### src/hw/rtl/sigt_pkg.sv
// Shared types, codes and constants of the sorted id/gain table.
// No dependencies; every other file of the block but sigt_ram imports this package.
package sigt_pkg;

   localparam int DEF_TABLE_DEPTH = 16;

   localparam int ID_W        = 8;
   localparam int GAIN_W      = 32;
   localparam int ENTRY_W     = ID_W + GAIN_W;
   localparam int OP_W        = 3;
   localparam int STATUS_W    = 2;
   localparam int COUNT_OUT_W = 5;

   // Operation codes.
   localparam logic [OP_W-1:0] OP_CLEAR  = 3'd0;
   localparam logic [OP_W-1:0] OP_ADD    = 3'd1;
   localparam logic [OP_W-1:0] OP_REMOVE = 3'd2;
   localparam logic [OP_W-1:0] OP_UPDATE = 3'd3;
   localparam logic [OP_W-1:0] OP_READ   = 3'd4;

   // Result status codes.
   localparam logic [STATUS_W-1:0] ST_DONE      = 2'd0;
   localparam logic [STATUS_W-1:0] ST_NOT_FOUND = 2'd1;
   localparam logic [STATUS_W-1:0] ST_PRESENT   = 2'd2;
   localparam logic [STATUS_W-1:0] ST_FULL      = 2'd3;

   typedef enum logic [2:0] {
      IDX_KEEP,
      IDX_CLEAR,
      IDX_INC,
      IDX_DEC,
      IDX_LOAD_COUNT
   } idx_op_type;

   typedef enum logic [1:0] {
      CNT_KEEP,
      CNT_CLEAR,
      CNT_INC,
      CNT_DEC
   } count_op_type;

   typedef enum logic [1:0] {
      WR_SHIFT,
      WR_NEW,
      WR_GAIN
   } wr_sel_type;

   // Commands from the controller to the datapath.
   typedef struct packed {
      logic                load_req;
      idx_op_type          idx_op;
      logic                pos_save;
      logic                mem_rd;
      logic                mem_wr;
      logic                addr_back;
      wr_sel_type          wr_sel;
      count_op_type        count_op;
      logic                finish;
      logic [STATUS_W-1:0] status;
      logic                give_gain;
   } sigt_cmd_type;

   // Status from the datapath to the controller.
   typedef struct packed {
      logic [OP_W-1:0] op;
      logic            at_end;
      logic            at_pos;
      logic            full;
      logic            hit;
      logic            above;
   } sigt_stat_type;

endpackage

### src/hw/rtl/sigt_ram.sv
// Generic single-write, single-read RAM with a registered read port.
// No dependencies.
module sigt_ram #(
   parameter int WIDTH = 40,
   parameter int DEPTH = 16
) (
   input  logic                     clock,
   input  logic                     wr_en,
   input  logic [$clog2(DEPTH)-1:0] wr_addr,
   input  logic [WIDTH-1:0]         wr_data,
   input  logic                     rd_en,
   input  logic [$clog2(DEPTH)-1:0] rd_addr,
   output logic [WIDTH-1:0]         rd_data
);

   logic [WIDTH-1:0] mem_ff [DEPTH];
   logic [WIDTH-1:0] rd_data_ff;

   always_ff @(posedge clock) begin
      if (wr_en) begin
         mem_ff[wr_addr] <= wr_data;
      end
      if (rd_en) begin
         rd_data_ff <= mem_ff[rd_addr];
      end
   end

   assign rd_data = rd_data_ff;

endmodule

### src/hw/rtl/sigt_ctrl.sv
// Controller state machine of the sorted id/gain table: search, shift and finish sequencing.
// Depends on sigt_pkg.
module sigt_ctrl (
   input  logic                   clock,
   input  logic                   reset,
   input  logic                   start,
   output logic                   busy,
   input  sigt_pkg::sigt_stat_type stat,
   output sigt_pkg::sigt_cmd_type  cmd
);
   import sigt_pkg::*;

   typedef enum logic [3:0] {
      S_IDLE,
      S_SRCH_RD,
      S_SRCH_CHK,
      S_DECIDE,
      S_ADD_RD,
      S_ADD_WR,
      S_REM_RD,
      S_REM_WR
   } state_type;

   state_type           state_ff, state_in;
   logic                found_ff, found_in;
   logic                busy_ff, busy_in;
   logic                done;
   logic [STATUS_W-1:0] code;
   logic                op_known;

   assign op_known = (stat.op == OP_ADD) || (stat.op == OP_REMOVE) ||
                     (stat.op == OP_UPDATE) || (stat.op == OP_READ);

   always_comb begin
      cmd      = '0;
      state_in = state_ff;
      found_in = found_ff;
      busy_in  = busy_ff;
      done     = 1'b0;
      code     = ST_DONE;

      unique case (state_ff)
         S_IDLE: begin
            if (start) begin
               cmd.load_req = 1'b1;
               cmd.idx_op   = IDX_CLEAR;
               found_in     = 1'b0;
               busy_in      = 1'b1;
               state_in     = S_SRCH_RD;
            end
         end
         S_SRCH_RD: begin
            if (!op_known) begin
               cmd.count_op = (stat.op == OP_CLEAR) ? CNT_CLEAR : CNT_KEEP;
               done         = 1'b1;
            end else if (stat.at_end) begin
               state_in = S_DECIDE;
            end else begin
               cmd.mem_rd = 1'b1;
               state_in   = S_SRCH_CHK;
            end
         end
         S_SRCH_CHK: begin
            if (stat.hit) begin
               found_in = 1'b1;
               state_in = S_DECIDE;
            end else if (stat.above) begin
               state_in = S_DECIDE;
            end else begin
               cmd.idx_op = IDX_INC;
               state_in   = S_SRCH_RD;
            end
         end
         S_DECIDE: begin
            case (stat.op)
               OP_ADD: begin
                  if (found_ff) begin
                     done = 1'b1;
                     code = ST_PRESENT;
                  end else if (stat.full) begin
                     done = 1'b1;
                     code = ST_FULL;
                  end else begin
                     cmd.pos_save = 1'b1;
                     cmd.idx_op   = IDX_LOAD_COUNT;
                     state_in     = S_ADD_RD;
                  end
               end
               OP_REMOVE: begin
                  if (!found_ff) begin
                     done = 1'b1;
                     code = ST_NOT_FOUND;
                  end else begin
                     cmd.pos_save = 1'b1;
                     cmd.idx_op   = IDX_INC;
                     state_in     = S_REM_RD;
                  end
               end
               OP_UPDATE: begin
                  done = 1'b1;
                  if (!found_ff) begin
                     code = ST_NOT_FOUND;
                  end else begin
                     cmd.mem_wr = 1'b1;
                     cmd.wr_sel = WR_GAIN;
                  end
               end
               OP_READ: begin
                  done = 1'b1;
                  if (!found_ff) begin
                     code = ST_NOT_FOUND;
                  end else begin
                     cmd.give_gain = 1'b1;
                  end
               end
               default: begin
                  done = 1'b1;
               end
            endcase
         end
         S_ADD_RD: begin
            if (stat.at_pos) begin
               cmd.mem_wr   = 1'b1;
               cmd.wr_sel   = WR_NEW;
               cmd.count_op = CNT_INC;
               done         = 1'b1;
            end else begin
               cmd.mem_rd    = 1'b1;
               cmd.addr_back = 1'b1;
               state_in      = S_ADD_WR;
            end
         end
         S_ADD_WR: begin
            cmd.mem_wr = 1'b1;
            cmd.wr_sel = WR_SHIFT;
            cmd.idx_op = IDX_DEC;
            state_in   = S_ADD_RD;
         end
         S_REM_RD: begin
            if (stat.at_end) begin
               cmd.count_op = CNT_DEC;
               done         = 1'b1;
            end else begin
               cmd.mem_rd = 1'b1;
               state_in   = S_REM_WR;
            end
         end
         S_REM_WR: begin
            cmd.mem_wr    = 1'b1;
            cmd.wr_sel    = WR_SHIFT;
            cmd.addr_back = 1'b1;
            cmd.idx_op    = IDX_INC;
            state_in      = S_REM_RD;
         end
         default: begin
            state_in = S_IDLE;
            busy_in  = 1'b0;
         end
      endcase

      if (done) begin
         cmd.finish = 1'b1;
         cmd.status = code;
         busy_in    = 1'b0;
         state_in   = S_IDLE;
      end
   end

   always_ff @(posedge clock) begin
      if (reset) begin
         state_ff <= S_IDLE;
         found_ff <= 1'b0;
         busy_ff  <= 1'b0;
      end else begin
         state_ff <= state_in;
         found_ff <= found_in;
         busy_ff  <= busy_in;
      end
   end

   assign busy = busy_ff;

endmodule

### src/hw/rtl/sigt_dpath.sv
// Datapath of the sorted id/gain table: request registers, walk index, entry count,
// table memory and result registers. Depends on sigt_pkg and sigt_ram.
module sigt_dpath #(
   parameter int TABLE_DEPTH = sigt_pkg::DEF_TABLE_DEPTH
) (
   input  logic                                     clock,
   input  logic                                     reset,
   input  logic [sigt_pkg::OP_W-1:0]                req_operation,
   input  logic [sigt_pkg::ID_W-1:0]                req_node_id,
   input  logic signed [sigt_pkg::GAIN_W-1:0]       req_gain_value,
   input  sigt_pkg::sigt_cmd_type                   cmd,
   output sigt_pkg::sigt_stat_type                  stat,
   output logic                                     rsp_strobe,
   output logic [sigt_pkg::STATUS_W-1:0]            rsp_status,
   output logic signed [sigt_pkg::GAIN_W-1:0]       rsp_read_gain,
   output logic [sigt_pkg::COUNT_OUT_W-1:0]         rsp_node_count
);
   import sigt_pkg::*;

   localparam int CNT_W = $clog2(TABLE_DEPTH + 1);
   localparam int IDX_W = $clog2(TABLE_DEPTH);

   logic [OP_W-1:0]          op_ff;
   logic [ID_W-1:0]          id_ff;
   logic signed [GAIN_W-1:0] gain_ff;
   logic [CNT_W-1:0]         idx_ff, idx_in;
   logic [CNT_W-1:0]         pos_ff;
   logic [CNT_W-1:0]         count_ff, count_in;
   logic                     rsp_strobe_ff;
   logic [STATUS_W-1:0]      rsp_status_ff;
   logic signed [GAIN_W-1:0] rsp_gain_ff;
   logic [COUNT_OUT_W-1:0]   rsp_count_ff;

   logic [CNT_W-1:0]         addr_full;
   logic [IDX_W-1:0]         addr;
   logic [ENTRY_W-1:0]       wr_data;
   logic [ENTRY_W-1:0]       rd_data;
   logic [ID_W-1:0]          rd_id;
   logic [GAIN_W-1:0]        rd_gain;

   assign rd_id   = rd_data[ENTRY_W-1 -: ID_W];
   assign rd_gain = rd_data[GAIN_W-1:0];

   // A shift moves an entry one place; the back address is the lower neighbor.
   assign addr_full = cmd.addr_back ? (idx_ff - CNT_W'(1)) : idx_ff;
   assign addr      = addr_full[IDX_W-1:0];

   always_comb begin
      case (cmd.wr_sel)
         WR_SHIFT: wr_data = rd_data;
         WR_NEW:   wr_data = {id_ff, GAIN_W'(0)};
         WR_GAIN:  wr_data = {id_ff, gain_ff};
         default:  wr_data = rd_data;
      endcase
   end

   always_comb begin
      case (cmd.idx_op)
         IDX_KEEP:       idx_in = idx_ff;
         IDX_CLEAR:      idx_in = '0;
         IDX_INC:        idx_in = idx_ff + CNT_W'(1);
         IDX_DEC:        idx_in = idx_ff - CNT_W'(1);
         IDX_LOAD_COUNT: idx_in = count_ff;
         default:        idx_in = idx_ff;
      endcase
   end

   always_comb begin
      case (cmd.count_op)
         CNT_KEEP:  count_in = count_ff;
         CNT_CLEAR: count_in = '0;
         CNT_INC:   count_in = count_ff + CNT_W'(1);
         CNT_DEC:   count_in = count_ff - CNT_W'(1);
         default:   count_in = count_ff;
      endcase
   end

   assign stat.op     = op_ff;
   assign stat.at_end = (idx_ff == count_ff);
   assign stat.at_pos = (idx_ff == pos_ff);
   assign stat.full   = (count_ff == CNT_W'(TABLE_DEPTH));
   assign stat.hit    = (rd_id == id_ff);
   assign stat.above  = (rd_id > id_ff);

   sigt_ram #(
      .WIDTH(ENTRY_W),
      .DEPTH(TABLE_DEPTH)
   ) u_table (
      .clock  (clock),
      .wr_en  (cmd.mem_wr),
      .wr_addr(addr),
      .wr_data(wr_data),
      .rd_en  (cmd.mem_rd),
      .rd_addr(addr),
      .rd_data(rd_data)
   );

   always_ff @(posedge clock) begin
      if (reset) begin
         idx_ff        <= '0;
         pos_ff        <= '0;
         count_ff      <= '0;
         rsp_strobe_ff <= 1'b0;
      end else begin
         idx_ff        <= idx_in;
         count_ff      <= count_in;
         rsp_strobe_ff <= cmd.finish;
         if (cmd.pos_save) begin
            pos_ff <= idx_ff;
         end
      end
   end

   always_ff @(posedge clock) begin
      if (cmd.load_req) begin
         op_ff   <= req_operation;
         id_ff   <= req_node_id;
         gain_ff <= req_gain_value;
      end
      if (cmd.finish) begin
         rsp_status_ff <= cmd.status;
         rsp_gain_ff   <= cmd.give_gain ? signed'(rd_gain) : '0;
         rsp_count_ff  <= COUNT_OUT_W'(count_in);
      end
   end

   assign rsp_strobe     = rsp_strobe_ff;
   assign rsp_status     = rsp_status_ff;
   assign rsp_read_gain  = rsp_gain_ff;
   assign rsp_node_count = rsp_count_ff;

endmodule

### src/hw/rtl/sorted_id_gain_table_core.sv
// Top level of the sorted id/gain table: controller plus datapath.
// Depends on sigt_pkg, sigt_ctrl, sigt_dpath and sigt_ram.

// The block holds up to TABLE_DEPTH distinct 8-bit node ids in ascending order, each
// with a signed Q16.16 gain, and runs one operation per transaction: clear, add (new
// entries start with a gain of zero), remove, update gain, or read gain. A transaction
// is accepted on a rising edge with start high and busy low; busy then stays high until
// the operation is finished, and exactly one result follows as a one-cycle pulse on
// rsp_strobe with status, read gain and the entry count after the operation. The
// receiver cannot stall, so results must be taken in the cycle they appear; a new
// transaction may be started in that same cycle. Timing is set by the single table
// memory, which does one read or one write per cycle with a registered read. The search
// reads and checks each entry in turn, stopping at the first id not below the requested
// one or when it runs past the last held entry; a decide step then sets the outcome.
// An add then moves each later entry up by a read and a write and writes the new
// entry, and a remove moves each later entry down by a read and a write. The
// result appears in the cycle after the operation ends, the same cycle in which busy
// falls. Clear and unused operation codes finish in the first search state, before any
// entry is read. The longest transactions are a lookup of an absent id in a full table
// or an add or remove that touches every entry. Unused codes change nothing and report
// done with a zero gain.
module sorted_id_gain_table_core #(
   parameter int TABLE_DEPTH = sigt_pkg::DEF_TABLE_DEPTH
) (
   input  logic                               clock,
   input  logic                               reset,
   input  logic                               start,
   output logic                               busy,
   input  logic [sigt_pkg::OP_W-1:0]          req_operation,
   input  logic [sigt_pkg::ID_W-1:0]          req_node_id,
   input  logic signed [sigt_pkg::GAIN_W-1:0] req_gain_value,
   output logic                               rsp_strobe,
   output logic [sigt_pkg::STATUS_W-1:0]      rsp_status,
   output logic signed [sigt_pkg::GAIN_W-1:0] rsp_read_gain,
   output logic [sigt_pkg::COUNT_OUT_W-1:0]   rsp_node_count
);
   import sigt_pkg::*;

   // The controller sequences each transaction; the datapath owns all storage.
   sigt_cmd_type  cmd;
   sigt_stat_type stat;

   sigt_ctrl u_ctrl (
      .clock(clock),
      .reset(reset),
      .start(start),
      .busy (busy),
      .stat (stat),
      .cmd  (cmd)
   );

   sigt_dpath #(
      .TABLE_DEPTH(TABLE_DEPTH)
   ) u_dpath (
      .clock         (clock),
      .reset         (reset),
      .req_operation (req_operation),
      .req_node_id   (req_node_id),
      .req_gain_value(req_gain_value),
      .cmd           (cmd),
      .stat          (stat),
      .rsp_strobe    (rsp_strobe),
      .rsp_status    (rsp_status),
      .rsp_read_gain (rsp_read_gain),
      .rsp_node_count(rsp_node_count)
   );

endmodule

### config.mk
export PLATFORM = sky130hd
export DESIGN_NAME = sorted_id_gain_table_core
export DESIGN_NICKNAME = d
export VERILOG_FILES = /design/src/hw/rtl/sigt_pkg.sv /design/src/hw/rtl/sigt_ram.sv /design/src/hw/rtl/sigt_ctrl.sv /design/src/hw/rtl/sigt_dpath.sv /design/src/hw/rtl/sorted_id_gain_table_core.sv
export SDC_FILE = /design/constraint.sdc
export NUM_CORES = 1
export LEC_CHECK = 0
export BUFFER_PORTS_ARGS = -buffer_cell sky130_fd_sc_hd__buf_2
export CAP_MARGIN = 10
export CORE_ASPECT_RATIO = 1.25
export CORE_MARGIN = 4
export CORE_UTILIZATION = 55
export DETAILED_ROUTE_END_ITERATION = 10
export PLACE_DENSITY = 0.8
export SYNTH_ARGS = -nofsm -noshare
export SYNTH_HDL_FRONTEND = slang
export SYNTH_HIERARCHICAL = 1
export SYNTH_SLANG_ARGS = --single-unit
### constraint.sdc
create_clock -name clock -period 5.2 [get_ports clock]
set_input_delay 1.04 -clock clock [delete_from_list [all_inputs] [get_ports clock]]
set_output_delay 1.04 -clock clock [all_outputs]
set_load 0.02 [all_outputs]
==> Yosys cells after proc, flatten, opt, wreduce, memory -nomap -nowiden <==
Memory sizes are Yosys's and may differ from the RTL's. A register that Yosys moved wholly into a read port is not among the register bits.
Cells that the tools add are included.
{ "word_totals": {"regBits": 104, "ram_bits": 640, "output_inout_bits": 41, "word_cells": 134, "memories": 1} }
{ "classes": {"add_sub_neg": 4, "n_lt_le_gt_ge": 1, "n_eq_ne": 33, "n_mux": 65, "bitwise": 1, "reduce_logical": 16} }
{ "memory_table": {"columns": ["name", "depth", "word_bits", "read_ports", "rd_ports_with_merged_regs", "wr", "line_no", "rtl"], "rows": [
  ["u_dpath.u_table.mem_ff", 16, 40, 1, 1, 1, "sigt_ram.sv:16", "logic [WIDTH-1:0] mem_ff [DEPTH];"]
]} }
{ "op_table": {"columns": ["op", "count"], "rows": [
  ["40-bit one-hot mux with 2 select lines", 1],
  ["4-bit two-way mux", 11],
  ["5-bit one-hot mux with 4 select lines", 2],
  ["4-bit one-hot mux with 8 select lines", 1],
  ["1-bit two-way mux", 23],
  ["2-bit two-way mux", 10],
  ["4-bit by 3-bit == test with 1-bit output (second input constant)", 4],
  ["4-bit one-hot mux with 2 select lines", 2],
  ["3-bit one-hot mux with 5 select lines", 1],
  ["3-bit by 2-bit == test with 1-bit output (second input constant)", 4],
  ["3-bit two-way mux", 4],
  ["5-bit by 1-bit adder with 5-bit output (second input constant)", 2],
  ["5-bit == test", 2],
  ["5-bit by 1-bit subtractor with 5-bit output (second input constant)", 2],
  ["4-bit by 2-bit == test with 1-bit output (second input constant)", 2],
  ["8-bit == test", 1],
  ["8-bit > comparator", 1],
  ["2-bit != test (second input constant)", 4],
  ["1-bit one-hot mux with 2 select lines", 4],
  ["2-bit one-hot mux with 2 select lines", 2],
  ["8-bit AND reduction", 1],
  ["7-bit OR reduction", 1],
  ["2-bit == test (second input constant)", 3],
  ["3-bit by 1-bit == test with 1-bit output (second input constant)", 2],
  ["22 further kinds", 30]
]} }

==> Longest topological paths before layout <==
Gate-level depths: netlist (run 1).
{ "logic_depth": {"depth_word": 8, "depth_mapped": 15, "depth_no_buf": 13} }

==> By module <==
The synthesis (run 1) kept the hierarchy.
{ "modules_own_cells": {"columns": ["module", "n_inst", "cells_each", "area_per_inst_um2", "seq_area_each_um2"], "rows": [
  ["sigt_ram", 1, 1040, 25532.0, 20419.6],
  ["sigt_dpath", 1, 379, 4594.4, 2782.7],
  ["sigt_ctrl", 1, 77, 584.3, 100.1]
]} }

==> Least setup slack after synthesis (run 1) <==
No wires, ideal clock.
{ "synth_timing": {"path_kind": "reg-to-reg", "from": "register u_dpath.idx_ff[3]", "to": "memory u_dpath.u_table.mem_ff[0][0] (enable)", "setup_ps": 487, "arrival_ps": 4972, "required_ps": 4713, "setup_slack_ps": -259, "stages_incl_launch_ff": 12, "path_cell_list": "dfxtp_1 -> clkbuf_1 -> xnor2_1 -> nand3_1 -> nor3_1 -> nor3_1 -> a21oi_1 -> nor2b_1 -> nand2_1 -> xnor2_1 -> or3b_2 -> nor3_1"} }
{ "synth_lines": {"columns": ["element", "line_no", "rtl"], "rows": [
  ["from (decl)", "sigt_dpath.sv:26", "logic [CNT_W-1:0] idx_ff, idx_in;"],
  ["from (signal assigned)", "sigt_dpath.sv:105", "idx_ff <= idx_in;"],
  ["to (decl)", "sigt_ram.sv:16", null]
]} }

==> results of run 1 <==
## cells by family after synthesis
kind of cell,Yosys count,synth area share
DFF,783,0.759
and+or+nand+nor,219,0.0374
AOI/OAI and AO/OA,187,0.0452
muxes,170,0.128
buffers and inverters,108,0.0206
xor gates and xnor gates,15,0.00428
adders and majority gates,14,0.00570
## cell type report
type | count | area, µm² | share of cell area
timing repair buffer | 151 | 1070 | 0.0309
inverter | 20 | 75.1 | 0.00217
multi-input combinational | 605 | 6990 | 0.202
tap | 735 | 920 | 0.0266
sequential | 783 | 23300 | 0.675
clock inverter | 39 | 292 | 0.00844
clock buffer | 90 | 1890 | 0.0547
## worst max-delay path, cell delays in order, from the launching register on
cell and delay [ns]:
dfxtp_1 0.68, xnor2_1 0.13, nand3_1 0.11, nor3_1 0.10
nor3_1 0.14, a21oi_1 0.06, nor2b_1 0.61, nand2_1 0.18
xnor2_1 0.74, nand3b_1 0.49, nor2_4 0.65, buf_4 0.37
## per-layer routing
metal  global-route usage  share of wire  vias to the layer above
met5                    0              0                        -
met4                0.103          0.042                        0
met3               0.0476          0.089                      193
met2                0.391           0.50                      926
met1                0.321           0.37                     8081
li1                     -              -                     6501
## sequential cells by signal, indices dropped and copies added, names as in the netlist
name,cells
u_dpath/id_ff,8
u_dpath/count_ff,5
u_ctrl/state_ff,3
u_dpath/u_table/mem_ff,640
u_dpath/rsp_read_gain,32
u_dpath/gain_ff,32
u_dpath/rsp_strobe,1
u_dpath/rsp_status,2
u_dpath/u_table/rd_data,40
u_ctrl/busy,1
u_dpath/rsp_node_count,5
u_dpath/idx_ff,5
u_ctrl/found_ff,1
u_dpath/pos_ff,5
u_dpath/op_ff,3
## through the flow
stage,instances,cell area (µm²),hold WS [ns]
after floorplan,1496,30700,0.481
after detailed placement,2292,32300,0.513
after global placement,2292,32300,0.497
final,2423,34500,0.530
after CTS,2421,34500,0.530
after global routing,2423,34500,0.555
## synthesized netlist by cell type (all sizes together), types with 3 or more instances
library cell	count
nor3b	4
xor2	6
nand3b	5
nor3	11
nand2b	5
nand4	5
a21oi	16
dfxtp	21
or3b	5
a22oi	81
ha	14
mux2	3
mux2i	7
nand2	78
nand3	6
mux4	160
o32ai	3
inv	20
nor2b	13
xnor2	9
clkbuf	54
o21ai	23
nor4b	3
a22o	32
nor4	4
and2	33
o21a	3
a221oi	4
buf	34
nor2	36
or3	3
a31oi	3
edfxtp	762
## power groups by stage
stage,clock (mW),sequential (mW),combinational [mW]
6_report,5.02,7.99,2.96
5_1_grt,5.37,8.02,3.17
4_1_cts,5.09,7.99,2.94
3_5_place_dp,0,8.12,2.88
3_3_place_gp,0,8.11,2.76
2_1_floorplan,0,8.11,1.99
## worst max-delay path by stage
stage,to,startpoint,slack (ns),cells after the start
floorplan,u_dpath/u_table/mem_ff[1][0],u_dpath/idx_ff[3],0.83,11
global placement,u_dpath/u_table/mem_ff[9][14],u_dpath/idx_ff[0],0.97,11
detailed placement,u_dpath/u_table/mem_ff[9][14],u_dpath/idx_ff[0],0.84,11
CTS,u_dpath/u_table/mem_ff[14][2],u_dpath/idx_ff[0],0.68,11
global route,u_dpath/u_table/mem_ff[13][2],u_dpath/idx_ff[0],0.34,11
finish,u_dpath/u_table/mem_ff[6][3],u_dpath/idx_ff[0],0.60,11
==> flow_metrics.py, run 1 <==
metrics = {
    "pwr": {
        "power.density_mw_per_mm2": 463,
        "switchingPower_mw": 4.32,
        "total_power_mw": 16.0,
        "seq_power_share": 0.500,
        "peakVddDrop_mv": 0.305,
        "p_leak_nw": 11.0,
        "pwr-share-comb": 0.186,
        "p_sw_frac": 0.270,
        "power_frac_clock": 0.314,
        "p_int_mw": 11.7,
    },
    "setup_path": {
        "crit_arrival_ns": 4.89,
        "path_max_fanout": 13,
        "r2r-start": "u_dpath/idx_ff[0]",
        "startpoint_type": "flop",
        "cp_data_required_time_ns": 5.49,
        "reg2reg_to": "u_dpath/u_table/mem_ff[6][3]",
        "worstSetupEndpointType": "flop",
        "ff2ff_path_depth": 11,
        "r2r_slack_ns": 0.60,
        "path_class": "reg2reg",
    },
    "final_layout": {
        "nets": 1694,
        "most-common-layout-cells": "762 x edfxtp_1, 100 x mux4_2, 87 x buf_2",
        "filler_cell_count": 3476,
        "layout_commonest_cell": "edfxtp_1",
        "num_antenna_cells": 0,
        "final_core_util": 0.626,
        "syn_to_final_growth_pct": 12.5,
        "layout-drive-gt1-share": 0.230,
    },
    "cts": {
        "clkSlewWorstSetupHoldPaths_ns": 0.06,
        "post_cts_buffers": 0,
        "clk_latency_ns": 0.62,
        "post_cts_resize_count": 0,
        "root_buffer": "clkbuf_16",
        "htreeDepth": 3,
        "cts_hold_buffers": 0,
        "clock_sinks": 783,
        "cts_buffer_depth": 3,
        "numCtsBuffers": 73,
        "cts_tree": "built",
    },
    "outcome": {
        "outcome": "finished, final reports clean",
    },
    "route": {
        "first_pass_iters": 5,
        "avgRoutedWirePerCell_um": 29.3,
        "routed_wl_um": 71000,
        "drtIter0Drc": 2022,
        "antenna_left": 0,
        "vias_per_cell": 6.48,
        "vias": 15700,
        "drc": 0,
    },
    "logic_synthesis": {
        "synthTopCellsByArea": "edfxtp_1 75%, mux4_2 7.3%, mux4_1 5.1%",
        "async_flop_share": 0,
        "syn_nets": 1556,
        "netlist_instances": 1496,
        "avgSynthCellArea_um2": 20.5,
        "syn-cell-area_mm2": 0.0307,
        "yosysTopAreaCellShare": 0.745,
        "yosysSeqAreaShare": 0.759,
        "yosysUniqueCellTypes": 75,
        "ys.warnings.count": 6,
        "synth_top_area_cell": "edfxtp_1",
        "synthFlopType": "edfxtp_1",
        "ys_ff_latch": 783,
        "synth_edf_count": 762,
    },
    "grt": {
        "grt_remaining_overflow": 0,
        "antenna_found_initial": 0,
        "grt_pass1_vias": 16000,
        "grt_pass1_wl_um": 105000,
        "grt_start_max_net_pins": 70,
        "grt_usage": 0.240,
    },
    "die": {
        "die_y_um": 272,
        "initial_utilization": 0.557,
        "die_area_mm2": 0.0597,
        "ios": 87,
        "chipWidth_um": 219,
        "coreArea_mm2": 0.0551,
        "rows": 96,
    },
    "timing": {
        "fin_ws_ns": 0.602,
        "fin_crit_ns": 4.60,
        "relSlewSlack": 0.188,
        "hold_violations": 0,
        "clock_skew_ns": 0.0228,
        "fmax_mhz": 217,
        "slew_violations": 0,
        "post-route-period-util": 0.884,
        "tns_ns": 0,
        "worstMarginPinSlew_ns": 1.21,
        "setup_viol": 0,
        "rsz0062_at_grt": "no",
    },
    "place": {
        "place_hpwl_um": 38400,
        "pre_cts_ws_ns": 0.841,
        "place.port_buffers": 86,
        "gp_congestion": 0.800,
    },
    "worst_hold_path": {
        "hp-start": "u_dpath/pos_ff[4]",
        "hold_path_depth": 2,
        "min_path_type": "reg2reg",
        "min_to": "u_dpath/pos_ff[4]",
    },
    "flow_run": {
        "drv_cap": 0,
    },
}
Note: power is estimated with default switching activity, not from simulation.
==> run 2, diff against run 1 <==
--- a/config.mk
+++ b/config.mk
@@ -11,7 +11,7 @@
 export CORE_MARGIN = 4
 export CORE_UTILIZATION = 55
 export DETAILED_ROUTE_END_ITERATION = 10
-export PLACE_DENSITY = 0.8
+export PLACE_DENSITY = 0.78
 export SYNTH_ARGS = -nofsm -noshare
 export SYNTH_HDL_FRONTEND = slang
 export SYNTH_HIERARCHICAL = 1
==> constraint.sdc (replaced) <==
create_clock -name clock -period 4.34 [get_ports clock]
set_input_delay 0.868 -clock clock [delete_from_list [all_inputs] [get_ports clock]]
set_output_delay 0.868 -clock clock [all_outputs]
set_load 0.02 [all_outputs]
==> flow_metrics.py, run 2 (synthesis results as in run 1) <==
metrics = {
    "grt": {
        "grt_remaining_overflow": 0,
        "grt_usage": 0.235,
        "grt_pass1_wl_um": 104000,
        "grt_pass1_vias": 16200,
        "antenna_found_initial": 0,
        "grt_start_max_net_pins": 55,
    },
    "place": {
        "gp_congestion": 0.812,
        "placed_area_mm2": 0.0325,
        "place_inst": 2299,
        "place_hpwl_um": 37500,
        "place.port_buffers": 86,
        "pre_cts_ws_ns": 0.0891,
    },
    "worst_hold_path": {
        "hold_path_depth": 1,
        "hp-start": "req_gain_value[2]",
        "min_path_type": "in2reg",
        "min_to": "u_dpath/gain_ff[2]",
    },
    "route": {
        "antenna_left": 0,
        "dr.max_layer_used": "met4",
        "avgRoutedWirePerCell_um": 28.5,
        "wl_met3_um": 5630,
        "vias_per_cell": 6.42,
        "first_pass_iters": 5,
        "route.met2.wl_um": 35900,
        "vias": 15600,
        "wl_met1_um": 25500,
        "drtIter0Drc": 1864,
        "routed_wl_um": 69500,
        "drc": 0,
    },
    "outcome": {
        "outcome": "finished, final reports clean",
    },
    "die": {
        "ios": 87,
        "rows": 96,
        "die_area_mm2": 0.0597,
        "die_y_um": 272,
        "chipWidth_um": 219,
        "initial_utilization": 0.557,
        "coreArea_mm2": 0.0551,
    },
    "timing": {
        "hold_violations": 0,
        "fmax_mhz": 243,
        "clock_skew_ns": 0.0250,
        "fin_ws_ns": 0.231,
        "worstMarginPinSlew_ns": 1.27,
        "relSlewSlack": 0.153,
        "slew_violations": 0,
        "rsz0062_at_grt": "no",
        "fin_crit_ns": 4.11,
        "post-route-period-util": 0.947,
        "setup_viol": 0,
    },
    "final_layout": {
        "top_register": "u_dpath/u_table/mem_ff",
        "most-common-layout-cells": "762 x edfxtp_1, 100 x mux4_2, 86 x buf_2",
        "layout-drive-gt1-share": 0.240,
        "nets": 1700,
        "syn_to_final_growth_pct": 13.6,
        "stdcell_count": 2434,
        "layout_commonest_cell": "edfxtp_1",
        "filler_cell_count": 3480,
        "seqCellArea_mm2": 0.0233,
        "largest_register_ffs": 640,
        "multi_input_area_mm2": 0.00700,
        "final_design_area_no_fill_mm2": 0.0349,
    },
    "cts": {
        "numCtsBuffers": 74,
        "htreeDepth": 3,
        "cts_buffer_depth": 3,
        "clk_latency_ns": 0.63,
        "root_buffer": "clkbuf_16",
        "clkSlewWorstSetupHoldPaths_ns": 0.06,
        "cts_hold_buffers": 0,
        "clock_sinks": 783,
        "cts_tree": "built",
    },
    "setup_path": {
        "r2r-start": "u_dpath/idx_ff[3]",
        "path_max_fanout": 23,
        "worstSetupEndpointType": "flop",
        "startpoint_type": "flop",
        "ff2ff_path_depth": 11,
        "cp_data_required_time_ns": 4.59,
        "r2r_slack_ns": 0.23,
        "reg2reg_to": "u_dpath/u_table/mem_ff[4][20]",
        "crit_arrival_ns": 4.36,
        "path_class": "reg2reg",
    },
    "pwr": {
        "p_leak_nw": 11.2,
        "power.density_mw_per_mm2": 560,
        "peakVddDrop_mv": 0.319,
    },
    "flow_run": {
        "drv_cap": 0,
    },
}
==> run 2: cell count changes in the layout (fill, tap and decap cells not counted), moves of 2 or more <==
cell       change
buf_12         +6
clkinv_1       -5
clkinv_2       +5
bufinv_16      +4
clkbuf_16      +3
clkbuf_1       -2
xnor2_1        -2
xnor2_2        +2
==> run 2: report_power, final <==
group	internal [mW]	switching [mW]	total, mW
combinational	1.36	2.16	3.52
sequential	9.34	0.249	9.59
clock	3.66	2.76	6.42
total	14.4	5.18	19.5
==> run 2: worst max-delay path by stage <==
stage               cells past startpoint              start                        endpoint
floorplan                              11  u_dpath/idx_ff[3]    u_dpath/u_table/mem_ff[1][0]
global placement                       11  u_dpath/idx_ff[0]   u_dpath/u_table/mem_ff[4][14]
detailed placement                     11  u_dpath/idx_ff[0]   u_dpath/u_table/mem_ff[4][13]
CTS                                    12  u_dpath/idx_ff[0]  u_dpath/u_table/mem_ff[12][36]
global route                           11  u_dpath/idx_ff[0]   u_dpath/u_table/mem_ff[4][19]
finish                                 11  u_dpath/idx_ff[3]   u_dpath/u_table/mem_ff[4][20]
==> run 2: critical path, stage by stage, from the launching register on <==
cell and delay (ns):
dfxtp_1 0.65, xnor2_1 0.15, nand3_1 0.12, nor3_1 0.09, nor3_1 0.13, a21oi_1 0.07, nor2b_1 0.60, nand2_1 0.21
xnor2_2 0.53, nand3b_1 0.45, nor3_4 0.28, buf_4 0.43
==> run 2: through the flow <==
stage	utilization	hold slack, ns	setup TNS (ns)	power (mW)
after floorplan	-	0.481	-4.12	12.1
after global placement	0.589	0.505	0	13.0
after detailed placement	0.589	0.513	0	13.2
after CTS	0.632	0.382	0	19.6
after global routing	0.633	0.392	0	20.2
final	0.633	0.417	0	19.5
==> run 2: layout make-up <==
class	count	share of cell area
multi-input cells	605	0.201
diodes	1	0.0000717
inverters	20	0.00215
repair buffers	156	0.0339
flip-flops and latches	783	0.668
clock buffers	91	0.0561
clock inverters	43	0.0126
well taps	735	0.0264
==> run 2: layer usage <==
| layer | up-vias | GRT usage |
|---|---|---|
| li1 | 6508 | - |
| met1 | 8101 | 0.311 |
| met2 | 881 | 0.397 |
| met3 | 135 | 0.0379 |
| met4 | 0 | 0.0895 |
| met5 | - | 0 |
==> run 2: repair_timing <==
item                                    4_1_cts  5_1_grt
setup buffers                                 0        0
resized for setup                             1        1
hold endpoints to repair                      0        0
endpoints found under the setup margin       23       11
pin swaps                                     0        0
